$ cat config.mk
export PLATFORM = sky130hd
export DESIGN_NAME = esc_telemetry_frame_receiver_core
export DESIGN_NICKNAME = d
export VERILOG_FILES = /design/src/hw/rtl/etfr_pkg.sv /design/src/hw/rtl/etfr_front.sv /design/src/hw/rtl/etfr_fifo.sv /design/src/hw/rtl/etfr_back.sv /design/src/hw/rtl/esc_telemetry_frame_receiver_core.sv
export SDC_FILE = /design/constraint.sdc
export NUM_CORES = 1
export LEC_CHECK = 0
export BUFFER_PORTS_ARGS = -buffer_cell sky130_fd_sc_hd__buf_2
export CAP_MARGIN = 20
export CORE_UTILIZATION = 40
export DETAILED_ROUTE_END_ITERATION = 6
export PLACE_DENSITY = 0.61
export SLEW_MARGIN = 10
export SYNTH_ARGS = -nofsm -noshare
export SYNTH_HDL_FRONTEND = slang
export SYNTH_SLANG_ARGS = --single-unit
export TNS_END_PERCENT = 30
$ cat constraint.sdc
create_clock -name clk_i -period 10 [get_ports clk_i]
set_input_delay 1 -clock clk_i [delete_from_list [all_inputs] [get_ports clk_i]]
set_output_delay 1 -clock clk_i [all_outputs]
set_load 0.03 [all_outputs]
$ cat src/hw/rtl/etfr_pkg.sv
// shared types, constants and the crc-8 step for the telemetry frame receiver
`timescale 1ns / 1ps

package etfr_pkg;

  localparam int FrameLenDefault = 10;
  localparam int JobDepthDefault = 2;
  // bytes 0..8 carry the decoded fields
  localparam int DecodeBytes     = 9;

  localparam logic [7:0] CrcPoly    = 8'h07;
  localparam logic [7:0] RpmScale   = 8'd200;
  localparam int         PolesW     = 7;
  localparam logic [6:0] PolesReset = 7'd14;
  localparam logic [6:0] PolesMin   = 7'd2;
  localparam int         RpmProdW   = 24;
  localparam int         RpmW       = 23;

  typedef struct packed {
    logic                crc_ok;
    logic [7:0]          temperature;
    logic [15:0]         centivolts;
    logic [15:0]         centiamps;
    logic [15:0]         mah;
    logic [15:0]         rpm_raw;
    logic [PolesW-1:0]   poles;
  } job_t;

  function automatic logic [7:0] crc8_step(input logic [7:0] crc, input logic [7:0] data);
    logic [7:0] v;
    v = crc ^ data;
    for (int b = 0; b < 8; b++) begin
      v = v[7] ? ({v[6:0], 1'b0} ^ CrcPoly) : {v[6:0], 1'b0};
    end
    return v;
  endfunction

endpackage

$ cat src/hw/rtl/etfr_front.sv
// front end: byte acceptance, frame buffer, running crc and job build
`timescale 1ns / 1ps

module etfr_front #(
  parameter int FRAME_LEN = etfr_pkg::FrameLenDefault
) (
  input  logic                        clk_i,
  input  logic                        rst_ni,
  input  logic                        push_i,
  input  logic [7:0]                  rx_byte_i,
  output logic                        full_o,
  input  logic [etfr_pkg::PolesW-1:0] poles_i,
  input  logic                        job_full_i,
  output logic                        job_push_o,
  output etfr_pkg::job_t              job_o
);

  localparam int            IdxW    = $clog2(FRAME_LEN);
  localparam logic [IdxW-1:0] LastIdx = IdxW'(FRAME_LEN - 1);

  logic [IdxW-1:0] idx_q, idx_d;
  logic [7:0]      crc_q, crc_d;
  logic [7:0]      frame_q [etfr_pkg::DecodeBytes];
  logic            last_byte;
  logic            accept;
  logic [etfr_pkg::PolesW-1:0] poles_eff;

  assign last_byte = (idx_q == LastIdx);
  // only the closing byte needs room in the job queue
  assign full_o    = last_byte && job_full_i;
  assign accept    = push_i && !full_o;

  always_comb begin
    idx_d = idx_q;
    crc_d = crc_q;
    if (accept) begin
      if (last_byte) begin
        idx_d = '0;
        crc_d = '0;
      end else begin
        idx_d = idx_q + 1'b1;
        crc_d = etfr_pkg::crc8_step(crc_q, rx_byte_i);
      end
    end
  end

  always_ff @(posedge clk_i or negedge rst_ni) begin
    if (!rst_ni) begin
      idx_q <= '0;
      crc_q <= '0;
    end else begin
      idx_q <= idx_d;
      crc_q <= crc_d;
    end
  end

  always_ff @(posedge clk_i) begin
    for (int k = 0; k < etfr_pkg::DecodeBytes; k++) begin
      if (accept && (idx_q == IdxW'(k))) begin
        frame_q[k] <= rx_byte_i;
      end
    end
  end

  assign poles_eff = (poles_i < etfr_pkg::PolesMin) ? etfr_pkg::PolesMin : poles_i;

  assign job_push_o         = accept && last_byte;
  assign job_o.crc_ok       = (crc_q == rx_byte_i);
  assign job_o.temperature  = frame_q[0];
  assign job_o.centivolts   = {frame_q[1], frame_q[2]};
  assign job_o.centiamps    = {frame_q[3], frame_q[4]};
  assign job_o.mah          = {frame_q[5], frame_q[6]};
  assign job_o.rpm_raw      = {frame_q[7], frame_q[8]};
  assign job_o.poles        = poles_eff;

`ifndef SYNTHESIS
  a_idx_range: assert property (@(posedge clk_i) disable iff (!rst_ni)
    idx_q <= LastIdx)
    else $error("byte index ran past the frame");
`endif

endmodule

$ cat src/hw/rtl/etfr_fifo.sv
// short job queue between front and back end
`timescale 1ns / 1ps

module etfr_fifo #(
  parameter int WIDTH = 8,
  parameter int DEPTH = etfr_pkg::JobDepthDefault
) (
  input  logic             clk_i,
  input  logic             rst_ni,
  input  logic             wr_i,
  input  logic [WIDTH-1:0] wdata_i,
  output logic             full_o,
  input  logic             rd_i,
  output logic [WIDTH-1:0] rdata_o,
  output logic             empty_o
);

  localparam int PtrW = (DEPTH > 1) ? $clog2(DEPTH) : 1;
  localparam int CntW = $clog2(DEPTH + 1);
  localparam logic [PtrW-1:0] LastPtr = PtrW'(DEPTH - 1);

  logic [WIDTH-1:0] mem_q [DEPTH];
  logic [PtrW-1:0]  wr_ptr_q, wr_ptr_d, rd_ptr_q, rd_ptr_d;
  logic [CntW-1:0]  cnt_q, cnt_d;
  logic             do_wr, do_rd;

  assign full_o  = (cnt_q == CntW'(DEPTH));
  assign empty_o = (cnt_q == '0);
  assign do_wr   = wr_i && !full_o;
  assign do_rd   = rd_i && !empty_o;
  assign rdata_o = mem_q[rd_ptr_q];

  always_comb begin
    wr_ptr_d = wr_ptr_q;
    rd_ptr_d = rd_ptr_q;
    cnt_d    = cnt_q;
    if (do_wr) begin
      wr_ptr_d = (wr_ptr_q == LastPtr) ? '0 : wr_ptr_q + 1'b1;
    end
    if (do_rd) begin
      rd_ptr_d = (rd_ptr_q == LastPtr) ? '0 : rd_ptr_q + 1'b1;
    end
    if (do_wr && !do_rd) begin
      cnt_d = cnt_q + 1'b1;
    end else if (do_rd && !do_wr) begin
      cnt_d = cnt_q - 1'b1;
    end
  end

  always_ff @(posedge clk_i or negedge rst_ni) begin
    if (!rst_ni) begin
      wr_ptr_q <= '0;
      rd_ptr_q <= '0;
      cnt_q    <= '0;
    end else begin
      wr_ptr_q <= wr_ptr_d;
      rd_ptr_q <= rd_ptr_d;
      cnt_q    <= cnt_d;
    end
  end

  always_ff @(posedge clk_i) begin
    if (do_wr) begin
      mem_q[wr_ptr_q] <= wdata_i;
    end
  end

`ifndef SYNTHESIS
  a_cnt_range: assert property (@(posedge clk_i) disable iff (!rst_ni)
    cnt_q <= CntW'(DEPTH))
    else $error("job queue count out of range");
`endif

endmodule

$ cat src/hw/rtl/etfr_back.sv
// back end: rpm scaling, bit-serial division and result register
`timescale 1ns / 1ps

module etfr_back (
  input  logic                      clk_i,
  input  logic                      rst_ni,
  input  logic                      job_valid_i,
  input  etfr_pkg::job_t            job_i,
  output logic                      job_pop_o,
  input  logic                      pop_i,
  output logic                      empty_o,
  output logic                      crc_ok_o,
  output logic [7:0]                temperature_o,
  output logic [15:0]               motor_centivolts_o,
  output logic [15:0]               current_centiamps_o,
  output logic [15:0]               consumption_mah_o,
  output logic [etfr_pkg::RpmW-1:0] rpm_o
);

  localparam int ProdW = etfr_pkg::RpmProdW;
  localparam int PW    = etfr_pkg::PolesW;
  localparam int StepW = $clog2(ProdW);
  localparam logic [StepW-1:0] LastStep = StepW'(ProdW - 1);

  typedef enum logic [1:0] {
    S_IDLE,
    S_MUL,
    S_DIV,
    S_WRITE
  } state_e;

  state_e               state_q, state_d;
  etfr_pkg::job_t       job_q, job_d;
  logic [ProdW-1:0]     quo_q, quo_d;
  logic [PW-1:0]        rem_q, rem_d;
  logic [StepW-1:0]     step_q, step_d;
  logic                 out_valid_q, out_valid_d;
  logic                 crc_ok_q, crc_ok_d;
  logic [7:0]           temp_q, temp_d;
  logic [15:0]          volts_q, volts_d;
  logic [15:0]          amps_q, amps_d;
  logic [15:0]          mah_q, mah_d;
  logic [etfr_pkg::RpmW-1:0] rpm_q, rpm_d;

  logic [PW:0]          rem_sh;
  logic [PW:0]          rem_sub;
  logic                 rem_ge;
  logic                 slot_free;

  // restoring division, one quotient bit per cycle
  assign rem_sh  = {rem_q, quo_q[ProdW-1]};
  assign rem_ge  = (rem_sh >= {1'b0, job_q.poles});
  assign rem_sub = rem_sh - {1'b0, job_q.poles};

  assign slot_free = !out_valid_q || pop_i;
  assign job_pop_o = (state_q == S_IDLE) && job_valid_i;

  always_comb begin
    state_d     = state_q;
    job_d       = job_q;
    quo_d       = quo_q;
    rem_d       = rem_q;
    step_d      = step_q;
    out_valid_d = out_valid_q && !pop_i;
    crc_ok_d    = crc_ok_q;
    temp_d      = temp_q;
    volts_d     = volts_q;
    amps_d      = amps_q;
    mah_d       = mah_q;
    rpm_d       = rpm_q;
    unique case (state_q)
      S_IDLE: begin
        if (job_valid_i) begin
          job_d   = job_i;
          state_d = S_MUL;
        end
      end
      S_MUL: begin
        quo_d   = {8'b0, job_q.rpm_raw} * {16'b0, etfr_pkg::RpmScale};
        rem_d   = '0;
        step_d  = '0;
        state_d = S_DIV;
      end
      S_DIV: begin
        rem_d  = rem_ge ? rem_sub[PW-1:0] : rem_sh[PW-1:0];
        quo_d  = {quo_q[ProdW-2:0], rem_ge};
        step_d = step_q + 1'b1;
        if (step_q == LastStep) begin
          state_d = S_WRITE;
        end
      end
      S_WRITE: begin
        if (slot_free) begin
          out_valid_d = 1'b1;
          crc_ok_d    = job_q.crc_ok;
          if (job_q.crc_ok) begin
            temp_d  = job_q.temperature;
            volts_d = job_q.centivolts;
            amps_d  = job_q.centiamps;
            mah_d   = job_q.mah;
            rpm_d   = quo_q[etfr_pkg::RpmW-1:0];
          end else begin
            temp_d  = '0;
            volts_d = '0;
            amps_d  = '0;
            mah_d   = '0;
            rpm_d   = '0;
          end
          state_d = S_IDLE;
        end
      end
      default: state_d = S_IDLE;
    endcase
  end

  always_ff @(posedge clk_i or negedge rst_ni) begin
    if (!rst_ni) begin
      state_q     <= S_IDLE;
      job_q       <= '0;
      quo_q       <= '0;
      rem_q       <= '0;
      step_q      <= '0;
      out_valid_q <= 1'b0;
      crc_ok_q    <= 1'b0;
      temp_q      <= '0;
      volts_q     <= '0;
      amps_q      <= '0;
      mah_q       <= '0;
      rpm_q       <= '0;
    end else begin
      state_q     <= state_d;
      job_q       <= job_d;
      quo_q       <= quo_d;
      rem_q       <= rem_d;
      step_q      <= step_d;
      out_valid_q <= out_valid_d;
      crc_ok_q    <= crc_ok_d;
      temp_q      <= temp_d;
      volts_q     <= volts_d;
      amps_q      <= amps_d;
      mah_q       <= mah_d;
      rpm_q       <= rpm_d;
    end
  end

  assign empty_o             = !out_valid_q;
  assign crc_ok_o            = crc_ok_q;
  assign temperature_o       = temp_q;
  assign motor_centivolts_o  = volts_q;
  assign current_centiamps_o = amps_q;
  assign consumption_mah_o   = mah_q;
  assign rpm_o               = rpm_q;

`ifndef SYNTHESIS
  a_no_overwrite: assert property (@(posedge clk_i) disable iff (!rst_ni)
    (state_q == S_WRITE) && out_valid_q && !pop_i |=> (state_q == S_WRITE) && out_valid_q)
    else $error("result register overwritten while still waiting");
  a_bad_crc_zero: assert property (@(posedge clk_i) disable iff (!rst_ni)
    out_valid_q && !crc_ok_q |-> (rpm_q == '0) && (temp_q == '0) && (volts_q == '0))
    else $error("failed frame carries nonzero fields");
  a_pop_only_idle: assert property (@(posedge clk_i) disable iff (!rst_ni)
    job_pop_o |=> (state_q == S_MUL))
    else $error("job taken without starting the scaling");
`endif

endmodule

$ cat src/hw/rtl/esc_telemetry_frame_receiver_core.sv
// top level of the esc telemetry frame receiver with crc-8 check
`timescale 1ns / 1ps

// usage
// - byte input is queue-like: a byte transaction completes when push is high and
//   full is low; full only rises on the closing byte of a frame when the job
//   queue has no room, so bytes inside a frame are always taken at once
// - results are queue-like too: the frame result sits on the output ports while
//   empty is low and is consumed on pop; one result per FRAME_LEN bytes
// - the pole count is written through cfg_valid_i / cfg_ready_o / cfg_data_i;
//   cfg_ready_o is always high, values below two count as two
// - path from closing byte to result: queue pop, rpm scaling multiply,
//   bit-serial division, result load
// - throughput: one byte per cycle at the input while full is low; the back
//   end works on one frame at a time, paced by the 24-step divider, and takes
//   the next job only after the result load
// - a stalled receiver holds the result register; the back end finishes the
//   next frame and waits, and the job queue takes further frames until full
// - reset clears byte index, crc, queue, back end and the result register, and
//   sets the pole count to 14; no clearing pass is needed

module esc_telemetry_frame_receiver_core #(
  parameter int FRAME_LEN = etfr_pkg::FrameLenDefault,
  parameter int JOB_DEPTH = etfr_pkg::JobDepthDefault
) (
  input  logic                        clk_i,
  input  logic                        rst_ni,
  // byte input
  input  logic                        push,
  output logic                        full,
  input  logic [7:0]                  rx_byte_i,
  // result output
  output logic                        empty,
  input  logic                        pop,
  output logic                        crc_ok_o,
  output logic [7:0]                  temperature_o,
  output logic [15:0]                 motor_centivolts_o,
  output logic [15:0]                 current_centiamps_o,
  output logic [15:0]                 consumption_mah_o,
  output logic [etfr_pkg::RpmW-1:0]   rpm_o,
  // configuration
  input  logic                        cfg_valid_i,
  output logic                        cfg_ready_o,
  input  logic [etfr_pkg::PolesW-1:0] cfg_data_i
);

  localparam int JobW = $bits(etfr_pkg::job_t);

  logic [etfr_pkg::PolesW-1:0] poles_q;
  etfr_pkg::job_t              job_wr;
  etfr_pkg::job_t              job_rd;
  logic [JobW-1:0]             job_rd_bits;
  logic                        job_push;
  logic                        job_full;
  logic                        job_pop;
  logic                        job_empty;

  // pole count register, always ready
  assign cfg_ready_o = 1'b1;

  always_ff @(posedge clk_i or negedge rst_ni) begin
    if (!rst_ni) begin
      poles_q <= etfr_pkg::PolesReset;
    end else if (cfg_valid_i && cfg_ready_o) begin
      poles_q <= cfg_data_i;
    end
  end

  // byte acceptance, crc and frame buffer
  etfr_front #(
    .FRAME_LEN (FRAME_LEN)
  ) u_front (
    .clk_i      (clk_i),
    .rst_ni     (rst_ni),
    .push_i     (push),
    .rx_byte_i  (rx_byte_i),
    .full_o     (full),
    .poles_i    (poles_q),
    .job_full_i (job_full),
    .job_push_o (job_push),
    .job_o      (job_wr)
  );

  // decoupling queue of finished frames
  etfr_fifo #(
    .WIDTH (JobW),
    .DEPTH (JOB_DEPTH)
  ) u_job_q (
    .clk_i   (clk_i),
    .rst_ni  (rst_ni),
    .wr_i    (job_push),
    .wdata_i (job_wr),
    .full_o  (job_full),
    .rd_i    (job_pop),
    .rdata_o (job_rd_bits),
    .empty_o (job_empty)
  );

  assign job_rd = etfr_pkg::job_t'(job_rd_bits);

  // rpm scaling, division and result register
  etfr_back u_back (
    .clk_i               (clk_i),
    .rst_ni              (rst_ni),
    .job_valid_i         (!job_empty),
    .job_i               (job_rd),
    .job_pop_o           (job_pop),
    .pop_i               (pop),
    .empty_o             (empty),
    .crc_ok_o            (crc_ok_o),
    .temperature_o       (temperature_o),
    .motor_centivolts_o  (motor_centivolts_o),
    .current_centiamps_o (current_centiamps_o),
    .consumption_mah_o   (consumption_mah_o),
    .rpm_o               (rpm_o)
  );

endmodule

# ---- Yosys cells after proc, flatten, opt, wreduce, memory -nomap -nowiden
# Memory sizes are Yosys's and may differ from the RTL's. A register that Yosys moved wholly into a read port is not among the register bits.
# Index checks and enable logic that the tools add are counted.
dict set report op_classes {
  n_addsub 7
  multipliers 1
  magnitude_cmp 2
  eq_ne 18
  muxes 74
  bitwise 10
  n_reduce_logical 43
}
# cell n
set ops {}
lappend ops {{2-to-1 mux 8 bit} 10}
lappend ops {{OR reduction 8 bit} 8}
lappend ops {{2-to-1 mux 16 bit} 3}
lappend ops {{case mux 24 bit (2 select lines)} 1}
lappend ops {{2-to-1 mux 4 bit} 9}
lappend ops {{2-to-1 mux 1 bit} 32}
lappend ops {{2-to-1 mux 3 bit} 8}
lappend ops {{inverter 3 bit} 8}
lappend ops {{2-to-1 mux 23 bit} 1}
lappend ops {{multiplier 16 x 5 -> 21 bit (second input constant)} 1}
lappend ops {{logical AND 1 bit} 18}
lappend ops {{== test 4 x 3 -> 1 bit (second input constant)} 4}
lappend ops {{2-to-1 mux 7 bit} 2}
lappend ops {{case mux 7 bit (2 select lines)} 1}
lappend ops {{2-to-1 mux 2 bit} 5}
lappend ops {{case mux 5 bit (2 select lines)} 1}
lappend ops {{== test 4 x 2 -> 1 bit (second input constant)} 2}
lappend ops {{== test 4 bit (second input constant)} 2}
lappend ops {{== test 8 bit} 1}
lappend ops {{greater-or-equal comparator 8 x 7 -> 1 bit} 1}
lappend ops {{logical NOT 1 bit} 8}
lappend ops {{case mux 2 bit (4 select lines)} 1}
lappend ops {{bitwise XOR 8 bit} 1}
lappend ops {{< comparator 7 x 2 -> 1 bit (second input constant)} 1}
lappend ops {{19 further kinds} 26}
dict set report word_totals {
  regBits 142
  mem_bits_rw 232
  in_bits 20
  word_cells 174
  memories 2
}
# name words word_bits read_ports rd_clocked_by_memory_dff wr line
set mem_list {}
lappend mem_list {u_job_q.mem_q 2 80 1 1 1 etfr_fifo.sv:22} ;# logic [WIDTH-1:0] mem_q [DEPTH];
lappend mem_list {u_front.frame_q 9 8 9 0 1 etfr_front.sv:23} ;# logic [7:0] frame_q [etfr_pkg::DecodeBytes];

# ---- Logic depth before layout (Yosys ltp)
# Gate-level depths: netlist of the first run.
dict set report depth {
  word_depth 18
  depth_mapped 12
  mapped_depth_nobuf 12
}

# ---- Hierarchy
# A second synthesis of the first run with hierarchy kept.
dict set report unflattened {
  cells_unflattened 1450
  area_unflattened_um2 19717.7
}
# mod n_inst cells_per_inst area_per_inst_um2 seq_area_each_um2
set by_module_without_submodules {}
lappend by_module_without_submodules {etfr_back 1 975 9835.7 4979.8}
lappend by_module_without_submodules {etfr_fifo 1 268 6369.9 4904.7}
lappend by_module_without_submodules {etfr_front 1 189 3201.8 2462.4}
lappend by_module_without_submodules {esc_telemetry_frame_receiver_core 1 18 310.3 178.9}

# ---- Worst setup path after synthesis of the first run
# OpenSTA, ideal clock, no wires.
dict set report synth_timing {
  path_kind {input to register}
  start {input port push}
  end {memory u_job_q.mem_q[0][0] (netlist name) (enable)}
  setup_time_ns 0.528
  t_arrival_ns 5.183
  required_time_ns 9.472
  path_slack_ns 4.289
  stages 4
  cell_sequence {clkbuf_1 > and3_1 > clkbuf_1 > nor2b_1}
}
dict set report synth_via {
  elab_chain_len 5
}
# element line
set synth_rtl {}
lappend synth_rtl {{start: declaration} esc_telemetry_frame_receiver_core.sv:29} ;# input logic push,
lappend synth_rtl {{logical AND 1 bit} etfr_front.sv:31} ;# assign accept = push_i && !full_o;
lappend synth_rtl {{logical AND 1 bit} etfr_front.sv:67} ;# assign job_push_o = accept && last_byte;
lappend synth_rtl {{logical AND 1 bit} etfr_fifo.sv:29} ;# assign do_wr = wr_i && !full_o;
lappend synth_rtl {{named net u_job_q.do_wr} etfr_fifo.sv:25} ;# logic do_wr, do_rd;
lappend synth_rtl {{2-to-1 mux 1 bit} etfr_fifo.sv:63} ;# if (do_wr) begin
lappend synth_rtl {{2-to-1 mux 1 bit (not written as such)} etfr_fifo.sv:64} ;# mem_q[wr_ptr_q] <= wdata_i;
lappend synth_rtl {{end: declaration} etfr_fifo.sv:22}
# The timed path passes the listed nets, and every way through them passes these cells.

# ---- Worst setup path after layout of the first run
dict set report layout_timing {
  start {register u_back.job_q[18] (netlist name)}
  end {register u_back.quo_q[23]}
}
dict set report layout_via {
  elab_chain_len 2
}
# element line
set layout_rtl {}
lappend layout_rtl {{start: declaration} etfr_back.sv:33} ;# etfr_pkg::job_t job_q, job_d;
lappend layout_rtl {{start signal: assignment} etfr_back.sv:132} ;# job_q <= job_d;
lappend layout_rtl {{multiplier 16 x 5 -> 21 bit} etfr_back.sv:79} ;# quo_d = {8'b0, job_q.rpm_raw} * {16'b0, etfr_pkg::RpmScale};
lappend layout_rtl {{case mux 24 bit (2 select lines)} etfr_back.sv:71} ;# unique case (state_q)
lappend layout_rtl {{end signal: assignment} etfr_back.sv:133} ;# quo_q <= quo_d;
lappend layout_rtl {{end: declaration} etfr_back.sv:34} ;# logic [ProdW-1:0] quo_q, quo_d;
# No other way between the ends.
# A chain may end at the register's enable or synchronous reset.

==> flow_summary.ini, run 1 <==
[sta]
slew_headroom = 0.337
max_freq_mhz = 306
finalCritPeriodShare = 0.327
finClkSkew_ns = 0.0269
hold_slack_ns = 0.385
hold_viol_final = 0
rsz0062_at_grt = no
setup_tns_ns = 0
worstMarginPinSlew_ns = 0.991
setup_viol = 0
maxSlewViolCount = 0
period_minus_slack_ns = 3.27

[cts]
root_buffer = clkbuf_16
cts.hold.buffers_added = 0
h-tree-depth = 2
numCtsBuffers = 48
cts-resized-gates = 0
cts_tree = built
cts.sinks = 454
cts_setup_buffers = 0
clockBufferDepth = 3
clkTransAtPathRegs_ns = 0.06
clock_latency_ns = 0.59

[critical_path]
max_stage_delay_ns = 0.50
end_kind = register
cp.arrival_ns = 3.70
cp_slowest_cell = fa_1
setup.worst_path.class = register to register
path_buf_inv = 2
critPathRequiredTime_ns = 10.43
cp_common_cell = ha_1
crit_family = adder cells
path_cells = ha_1, ha_1, inv_1, fa_1, inv_1, ha_1, a21oi_1, o21ai_0, a221o_1, a31oi_1, xnor2_1, o221ai_1
start_kind = register
cp_max_fo = 6

[grt]
antenna_found_initial = 1
overflow = 0
grt_pass1_wl_mm = 58.3
grt.total_usage = 0.155
grt_pass1_vias = 10718
grt_max_degree = 109

[placed_design]
place_area_mm2 = 0.0199
hpwlAfterDp_mm = 22.8
gp_congestion = 0.786
io_buffers = 101

[synth]
synth_edf_count = 232
synthArstFlopShare = 0.489
synth_nets = 1581
yosysTopAreaCellShare = 0.371
ys.flop_type = edfxtp_1
synth_mux_area_frac = 0.0558
synth_top_family_by_area = compound AO/OA/AOI/OAI gates
synth-xor-area-share = 0.0211
netlist_top_cells_area = edfxtp_1 37%, dfrtp_1 29%, nand2_1 5.5%
synth-simple-area-share = 0.0804
synth_cells = 1480
synth-compound-area-share = 0.0849
yosys_warnings = 0
syn_area_per_cell_um2 = 12.7
synth_fa_ha_area_frac = 0.0588
synth_top_area_cell = edfxtp_1
yosys.cell_types.count = 62
ys_seq_elements = 454
synthesis.area_mm2 = 0.0188
synth-seq-area-share = 0.667

[detailed_routing]
first_iter_violations = 711
first_pass_iters = 5
wl_per_cell_um = 16.3
dr_wl_met3_mm = 1.77
via_per_inst = 4.96
routed_wl_mm = 36.2
met1_length_mm = 17.0
route.met2.wl_mm = 16.6
routed.top_layer = met4
vias = 10987
drtAntennaViolNets = 0
drc = 0

[finish]
finalInstanceArea_mm2 = 0.0215
diodes = 0
final_cell_mix = 272 x nand2_1, 232 x edfxtp_1, 217 x dfrtp_1, 172 x o21ai_0, 100 x buf_2
nFillCells = 4195
syn_to_final_growth_pct = 14.4
final_common_cell = nand2_1
drive_gt1_frac = 0.139
nNetsFinal = 1670

[power_and_ir_drop]
total_power_mw = 4.12
p_leak_nw = 8.93
peakVddDrop_uv = 124
p_per_area_mw_per_mm2 = 192

[floorplanning]
fp-row-count = 79
die_w_um = 219
core_mm2 = 0.0465
io_pins = 103
start_util = 0.404
dieArea_mm2 = 0.0478
die_height_um = 219

[status]
status = finished, final reports clean

[job]
drv_cap = 0

[worst_hold_path]
min_path_type = input port to asynchronous set/reset pin
[report_power, final]
group          internal [mW]  total (mW)  switching, mW
Sequential              2.07        2.12         0.0551
Clock                   1.01        1.74          0.729
Combinational          0.108       0.259          0.150
[final timing paths]
path	startpoint	to	slack, ns	cells past startpoint
max reg2reg	u_back.job_q[18]	u_back.quo_q[23]	6.73	12
max in group asynchronous	rst_ni	u_job_q.rd_ptr_q	8.11	2
min	rst_ni	u_back.motor_centivolts_o[4]	0.38	1
max	u_back.job_q[18]	u_back.quo_q[23]	6.73	12
min in group clk_i	u_front.frame_q[0][58]	u_job_q.mem_q[1][17]	0.43	0
min reg2reg	u_front.frame_q[0][58]	u_job_q.mem_q[1][17]	0.43	0
[cell type report]
cell class / instances / area [um^2] / share of cell area
sequential: 454 / 12500 / 0.583
clock buffer: 64 / 1310 / 0.0611
inverter: 76 / 285 / 0.0133
multi-input combinational: 873 / 5680 / 0.265
tap: 607 / 759 / 0.0354
timing repair buffer: 116 / 648 / 0.0302
clock inverter: 26 / 255 / 0.0119
[per-stage QoR]
step	util	setup slack [ns]	cells
6_report	0.462	6.73	2216
5_1_grt	0.462	6.49	2216
4_1_cts	0.462	6.73	2215
3_5_place_dp	0.428	6.67	2125
3_3_place_gp	0.428	6.73	2125
2_1_floorplan	-	4.29	1480
[synthesized netlist by cell type (3+ instances only)]
library cell	count
edfxtp_1	232
nand3_1	15
o21ai_0	172
o22ai_1	6
nor3_1	8
a21o_1	7
ha_1	69
a21oi_1	22
nand2_1	273
inv_1	76
dfrtp_1	219
nand2b_1	9
o211ai_1	3
buf_1	3
buf_2	12
o221ai_1	6
a211oi_1	5
mux2_2	10
nor2b_1	10
dfstp_2	3
nand4_1	3
fa_1	12
o21a_1	5
nor2_1	37
xor2_1	13
mux2i_1	90
o31ai_1	4
mux2_1	3
xnor2_1	25
clkbuf_1	60
o21ai_1	25
a31oi_1	4
[flip-flops by register name, indices dropped and copies added (netlist names)]
signal	count
u_front.frame_q	72
u_job_q.cnt_q	2
poles_q	7
u_back.rem_q	7
u_job_q.rd_ptr_q	1
u_back.crc_ok_o	1
u_job_q.mem_q	160
u_back.state_q	2
u_back.current_centiamps_o	16
u_job_q.wr_ptr_q	1
u_back.job_q	80
u_back.step_q	5
u_back.out_valid_q	1
u_back.temperature_o	8
u_back.motor_centivolts_o	16
u_front.idx_q	4
u_front.crc_q	8
u_back.consumption_mah_o	16
u_back.quo_q	24
u_back.rpm_o	23
[cell families (layout without fill, tap and decap cells)]
| kind of cell | Yosys count | count (layout) |
|---|---|---|
| XOR/XNOR | 41 | 41 |
| AND/OR/NAND/NOR | 368 | 368 |
| adder cells (fa/ha/maj) | 81 | 81 |
| flip-flops | 454 | 454 |
| other | 1 | 1 |
| multiplexers | 103 | 103 |
| AO/OA/AOI/OAI | 279 | 279 |
| buffers and inverters | 153 | 282 |
[worst register-to-register path: stages (launching register included)]
cell      delay, ns
dfrtp_1        0.42
ha_1           0.32
ha_1           0.29
inv_1          0.05
fa_1           0.50
inv_1          0.04
ha_1           0.38
a21oi_1        0.19
o21ai_0        0.14
a221o_1        0.33
a31oi_1        0.17
xnor2_1        0.18
o221ai_1       0.13
[per-layer routing]
layer  GRT usage  vias to the layer above
li1            -                     5346
met4      0.0426                        0
met3      0.0344                       56
met1       0.216                     5379
met5           0                        -
met2       0.245                      206
(Power assumes the default switching activity.)
==> inputs of run 2 (changes only) <==
PLACE_DENSITY = 0.63   (was 0.61)
clock period = 2.92 ns   (was 10 ns; I/O delays follow)
==> flow_summary.ini, run 2 (synthesis gave the netlist of run 1 again) <==
[status]
status = complete, but fails checks
violations = negative setup slack

[grt]
grt.total_usage = 0.159
gr-usage-met2 = 0.258
grt_max_degree = 116
use_met1 = 0.217
antenna_found_initial = 1
grtUsageMet3 = 0.0319
grt_pass1_wl_mm = 59.8
grt_pass1_vias = 11265
busiest_layer = met2
overflow = 0

[floorplanning]
dieArea_mm2 = 0.0478
core_mm2 = 0.0465
fp-row-count = 79
start_util = 0.404
io_pins = 103
die_w_um = 219
die_height_um = 219

[detailed_routing]
via_per_inst = 4.93
first_iter_violations = 725
drc = 0
routed_wl_mm = 37.5
first_pass_iters = 5
drtAntennaViolNets = 0
vias = 11276
wl_per_cell_um = 16.4

[critical_path]
cp_max_fo = 4
start_kind = register
cp.arrival_ns = 3.47
critPathRequiredTime_ns = 3.34
end_kind = register
setup.worst_path.class = register to register
reg2reg_depth = 12

[cts]
numCtsBuffers = 47
h-tree-depth = 2
clockBufferDepth = 3
cts_tree = built
root_buffer = clkbuf_16
clkTransAtPathRegs_ns = 0.06
cts.sinks = 454
clock_latency_ns = 0.58

[finish]
post-route-util = 0.482
final_common_cell = nand2_1
final_cell_mix = 269 x nand2_1, 232 x edfxtp_1, 217 x dfrtp_1, 170 x o21ai_0, 100 x buf_2
largest_register_ffs = 160
nFillCells = 4060
syn_to_final_growth_pct = 19.4
nNetsFinal = 1743
drive_gt1_frac = 0.196
top_register = u_job_q.mem_q
reg_top3 = u_job_q.mem_q x160, u_back.job_q x80, u_front.frame_q x72

[sta]
maxSlewViolCount = 0
period_minus_slack_ns = 3.05
hold_viol_final = 0
finalCritPeriodShare = 1.04
worstMarginPinSlew_ns = 0.812
setup_viol = 7
fin_ws_ns = -0.131
slew_headroom = 0.457
finClkSkew_ns = 0.0143
rsz0062_at_grt = yes
max_freq_mhz = 328

[job]
drv_cap = 0

[power_and_ir_drop]
total_power_mw = 14.3
p_leak_nw = 9.36
p_per_area_mw_per_mm2 = 636
peakVddDrop_uv = 454

[placed_design]
io_buffers = 101
gp_congestion = 0.793
hpwlAfterDp_mm = 23.5

[worst_hold_path]
min_path_type = input port to register
holdPathStages = 3
run 2: layout make-up:
class / count / area [um^2] / area share
sequential: 454 / 12500 / 0.559
multi-input combinational: 873 / 5940 / 0.265
timing repair buffer: 190 / 1320 / 0.0587
clock buffer: 58 / 1260 / 0.0561
tap: 607 / 759 / 0.0339
clock inverter: 30 / 315 / 0.0141
inverter: 76 / 285 / 0.0127
antenna: 1 / 2.50 / 0.000112
run 2: power breakdown:
part / switching (mW) / internal [mW] / total [mW]
clock network: 2.47 / 3.60 / 6.07
logic: 0.522 / 0.398 / 0.920
registers: 0.186 / 7.07 / 7.26
total: 3.18 / 11.1 / 14.2
run 2: metal layers:
layer  up-vias  share of wire
met5         -              0
met4         0          0.020
met3        52          0.040
met2       171           0.47
met1      5556           0.47
li1       5497              -
run 2: worst paths after layout:
path	from	to	slack [ns]
hold / removal	push	u_front.idx_q[2]	0.09
min in group asynchronous	rst_ni	u_back.quo_q[16]	0.29
setup / recovery	u_back.job_q[11]	u_back.quo_q[19]	-0.13
hold reg to reg	u_front.frame_q[0][49]	u_job_q.mem_q[0][24]	0.44
max in group asynchronous	rst_ni	u_job_q.rd_ptr_q	1.69
setup reg to reg	u_back.job_q[11]	u_back.quo_q[19]	-0.13
run 2: through the flow:
stage               instances  instance area, um^2  TNS [ns]  setup WS [ns]  hold slack (ns)
CTS                      2286                22300    -0.488        -0.0889           0.0598
floorplan                1480                18800    -50.90         -0.633         -0.00359
global route             2288                22400     -1.72         -0.246           0.0781
global placement         2183                20400    -0.928         -0.175            0.332
finish                   2289                22400    -0.483         -0.131           0.0924
detailed placement       2183                20400     -1.58         -0.256            0.333
run 2: timing repair:
action / 4_1_cts / 5_1_grt
setup endpoints to repair: 11 / 12
gates cloned: 0 / 0
endpoints found under the hold margin: 77 / 0
pin swaps: 36 / 26
hold buffers: 8 / 0
gates resized for setup: 29 / 13
setup buffers: 7 / 2
run 2: worst max-delay path: stages, from the launching register on:
cell	delay, ns
dfrtp_1	0.42
ha_1	0.35
ha_4	0.28
inv_2	0.03
fa_1	0.48
inv_2	0.05
ha_4	0.22
o211ai_1	0.20
o21ai_2	0.12
o221a_4	0.27
a21oi_2	0.15
xor2_1	0.19
o221ai_1	0.14
==> inputs of run 3 (changes only) <==
RECOVER_POWER = 50   (was not set)
==> flow_summary.ini, run 3 (synthesis gave the netlist of run 1 again) <==
[status]
status = complete, but fails checks
violations = max-capacitance violations, max-slew violations, negative setup slack

[placed_design]
post-place-cells = 2183
io_buffers = 101
gp_congestion = 0.793
dpl_worst_slack_ns = -0.256
hpwlAfterDp_mm = 23.5

[sta]
finClkSkew_ns = 0.0137
max_freq_mhz = 328
worstMarginPinSlew_ns = 2.01
maxSlewViolCount = 74
period_minus_slack_ns = 3.05
finalCritPeriodShare = 1.04
setup_tns_ns = -0.524
rsz0062_at_grt = yes
slew_headroom = -0.339
fin_ws_ns = -0.129
hold_viol_final = 0
setup_viol = 7

[detailed_routing]
drc = 0
via_per_inst = 4.94
first_pass_iters = 5
drtAntennaViolNets = 0
routed_wl_mm = 37.4
wl_per_cell_um = 16.3
vias = 11298
first_iter_violations = 656

[power_and_ir_drop]
seqPwrFrac = 0.510
pwr-share-comb = 0.064
netSwitchingFraction = 0.223
internal-power_mw = 11.1
peakVddDrop_uv = 452
p_per_area_mw_per_mm2 = 637
p_leak_nw = 9.28
p_clk_frac = 0.426
p_sw_mw = 3.17

[critical_path]
crit_family = adder cells
setup.worst_path.class = register to register
path_cells = ha_1, ha_4, inv_2, fa_1, inv_2, ha_4, o211ai_1, o21ai_2, o221a_4, a21oi_2, xor2_1, o221ai_1
cp-endpoint = u_back.quo_q[19]
critPathRequiredTime_ns = 3.34
cp.depth = 12
max_stage_delay_ns = 0.48
start_kind = register
cp_max_fo = 4
r2r_end = u_back.quo_q[19]
timing.rr.start = u_back.job_q[11]
reg2reg_depth = 12
reg2reg_slack_ns = -0.13
end_kind = register
crit_start = u_back.job_q[11]
path_buf_inv = 2
cp.arrival_ns = 3.47
cp_slowest_cell = fa_1

[finish]
nFillCells = 4074
nNetsFinal = 1743
top_register = u_job_q.mem_q
instances_no_fill = 2289
final_common_cell = nand2_1
largest_register_ffs = 160
final_cell_mix = 269 x nand2_1, 232 x edfxtp_1, 217 x dfrtp_1, 170 x o21ai_0, 90 x mux2i_1
drive_gt1_frac = 0.175
reg_top3 = u_job_q.mem_q x160, u_back.job_q x80, u_front.frame_q x72
post-route-util = 0.481
syn_to_final_growth_pct = 18.9

[floorplanning]
dieArea_mm2 = 0.0478
io_pins = 103
die_w_um = 219
core_mm2 = 0.0465
die_height_um = 219
fp-row-count = 79
start_util = 0.404

[grt]
overflow = 0
grt_pass1_wl_mm = 59.8
antenna_found_initial = 1
grt.total_usage = 0.159
grt_max_degree = 116
grt_pass1_vias = 11265

[cts]
root_buffer = clkbuf_16
cts_tree = built
cts.sinks = 454
clockBufferDepth = 3
clkTransAtPathRegs_ns = 0.06
h-tree-depth = 2
numCtsBuffers = 47
clock_latency_ns = 0.58

[worst_hold_path]
holdPathStages = 3
hp-start = push
min_path_type = input port to register

[job]
drv_cap = 1
[run 3: worst min path at each step]
stage	to	slack (ns)
2_1_floorplan	poles_q[0]	-0.004
3_3_place_gp	u_back.rpm_o[16]	0.33
3_5_place_dp	u_back.rpm_o[17]	0.33
4_1_cts	poles_q[5]	0.06
5_1_grt	poles_q[5]	0.08
6_report	u_front.idx_q[2]	0.09
[run 3: routing by layer]
layer | global-route usage | vias to the layer above | part of all wire
li1 | - | 5491 | -
met1 | 0.217 | 5567 | 0.47
met2 | 0.258 | 188 | 0.47
met3 | 0.0319 | 52 | 0.042
met4 | 0.0454 | 0 | 0.020
met5 | 0 | - | 0
[run 3: layout make-up]
| class | count | area [um^2] | share of cell area |
|---|---|---|---|
| clock buffers | 58 | 1260 | 0.0563 |
| repair buffers | 190 | 1240 | 0.0554 |
| diodes | 1 | 2.50 | 0.000112 |
| clock inverters | 30 | 315 | 0.0141 |
| multi-input cells | 873 | 5940 | 0.266 |
| flip-flops and latches | 454 | 12500 | 0.561 |
| well taps | 607 | 759 | 0.0340 |
| inverters | 76 | 285 | 0.0128 |
[run 3: metrics by stage]
| stage | hold slack (ns) | area (um^2) | power (mW) |
|---|---|---|---|
| floorplan | -0.00359 | 18800 | 7.98 |
| global placement | 0.332 | 20400 | 8.26 |
| detailed placement | 0.333 | 20400 | 8.30 |
| CTS | 0.0598 | 22300 | 14.4 |
| global route | 0.0782 | 22300 | 14.8 |
| finish | 0.0928 | 22300 | 14.2 |
[run 3: tightest hold or removal path: cells and delay by family]
kind | cells | cell delay (ns)
xor gates and xnor gates | 1 | 0.07
buffers and inverters | 1 | 0.16
and+or+nand+nor | 1 | 0.11
[run 3: timing repair]
| action | 4_1_cts | 5_1_grt |
|---|---|---|
| hold buffers | 8 | 0 |
| buffers inserted | 7 | 2 |
| setup endpoints to repair | 11 | 12 |
| pin swaps | 36 | 26 |
| resized for setup | 29 | 13 |
| endpoints found under the hold margin | 77 | 0 |
[run 3: power groups by stage]
stage          clock [mW]  combinational (mW)  sequential, mW
2_1_floorplan           0               0.670            7.30
3_3_place_gp            0               0.904            7.36
3_5_place_dp            0               0.925            7.38
4_1_cts              6.22               0.936            7.25
5_1_grt              6.46                1.02            7.28
6_report             6.07               0.909            7.25
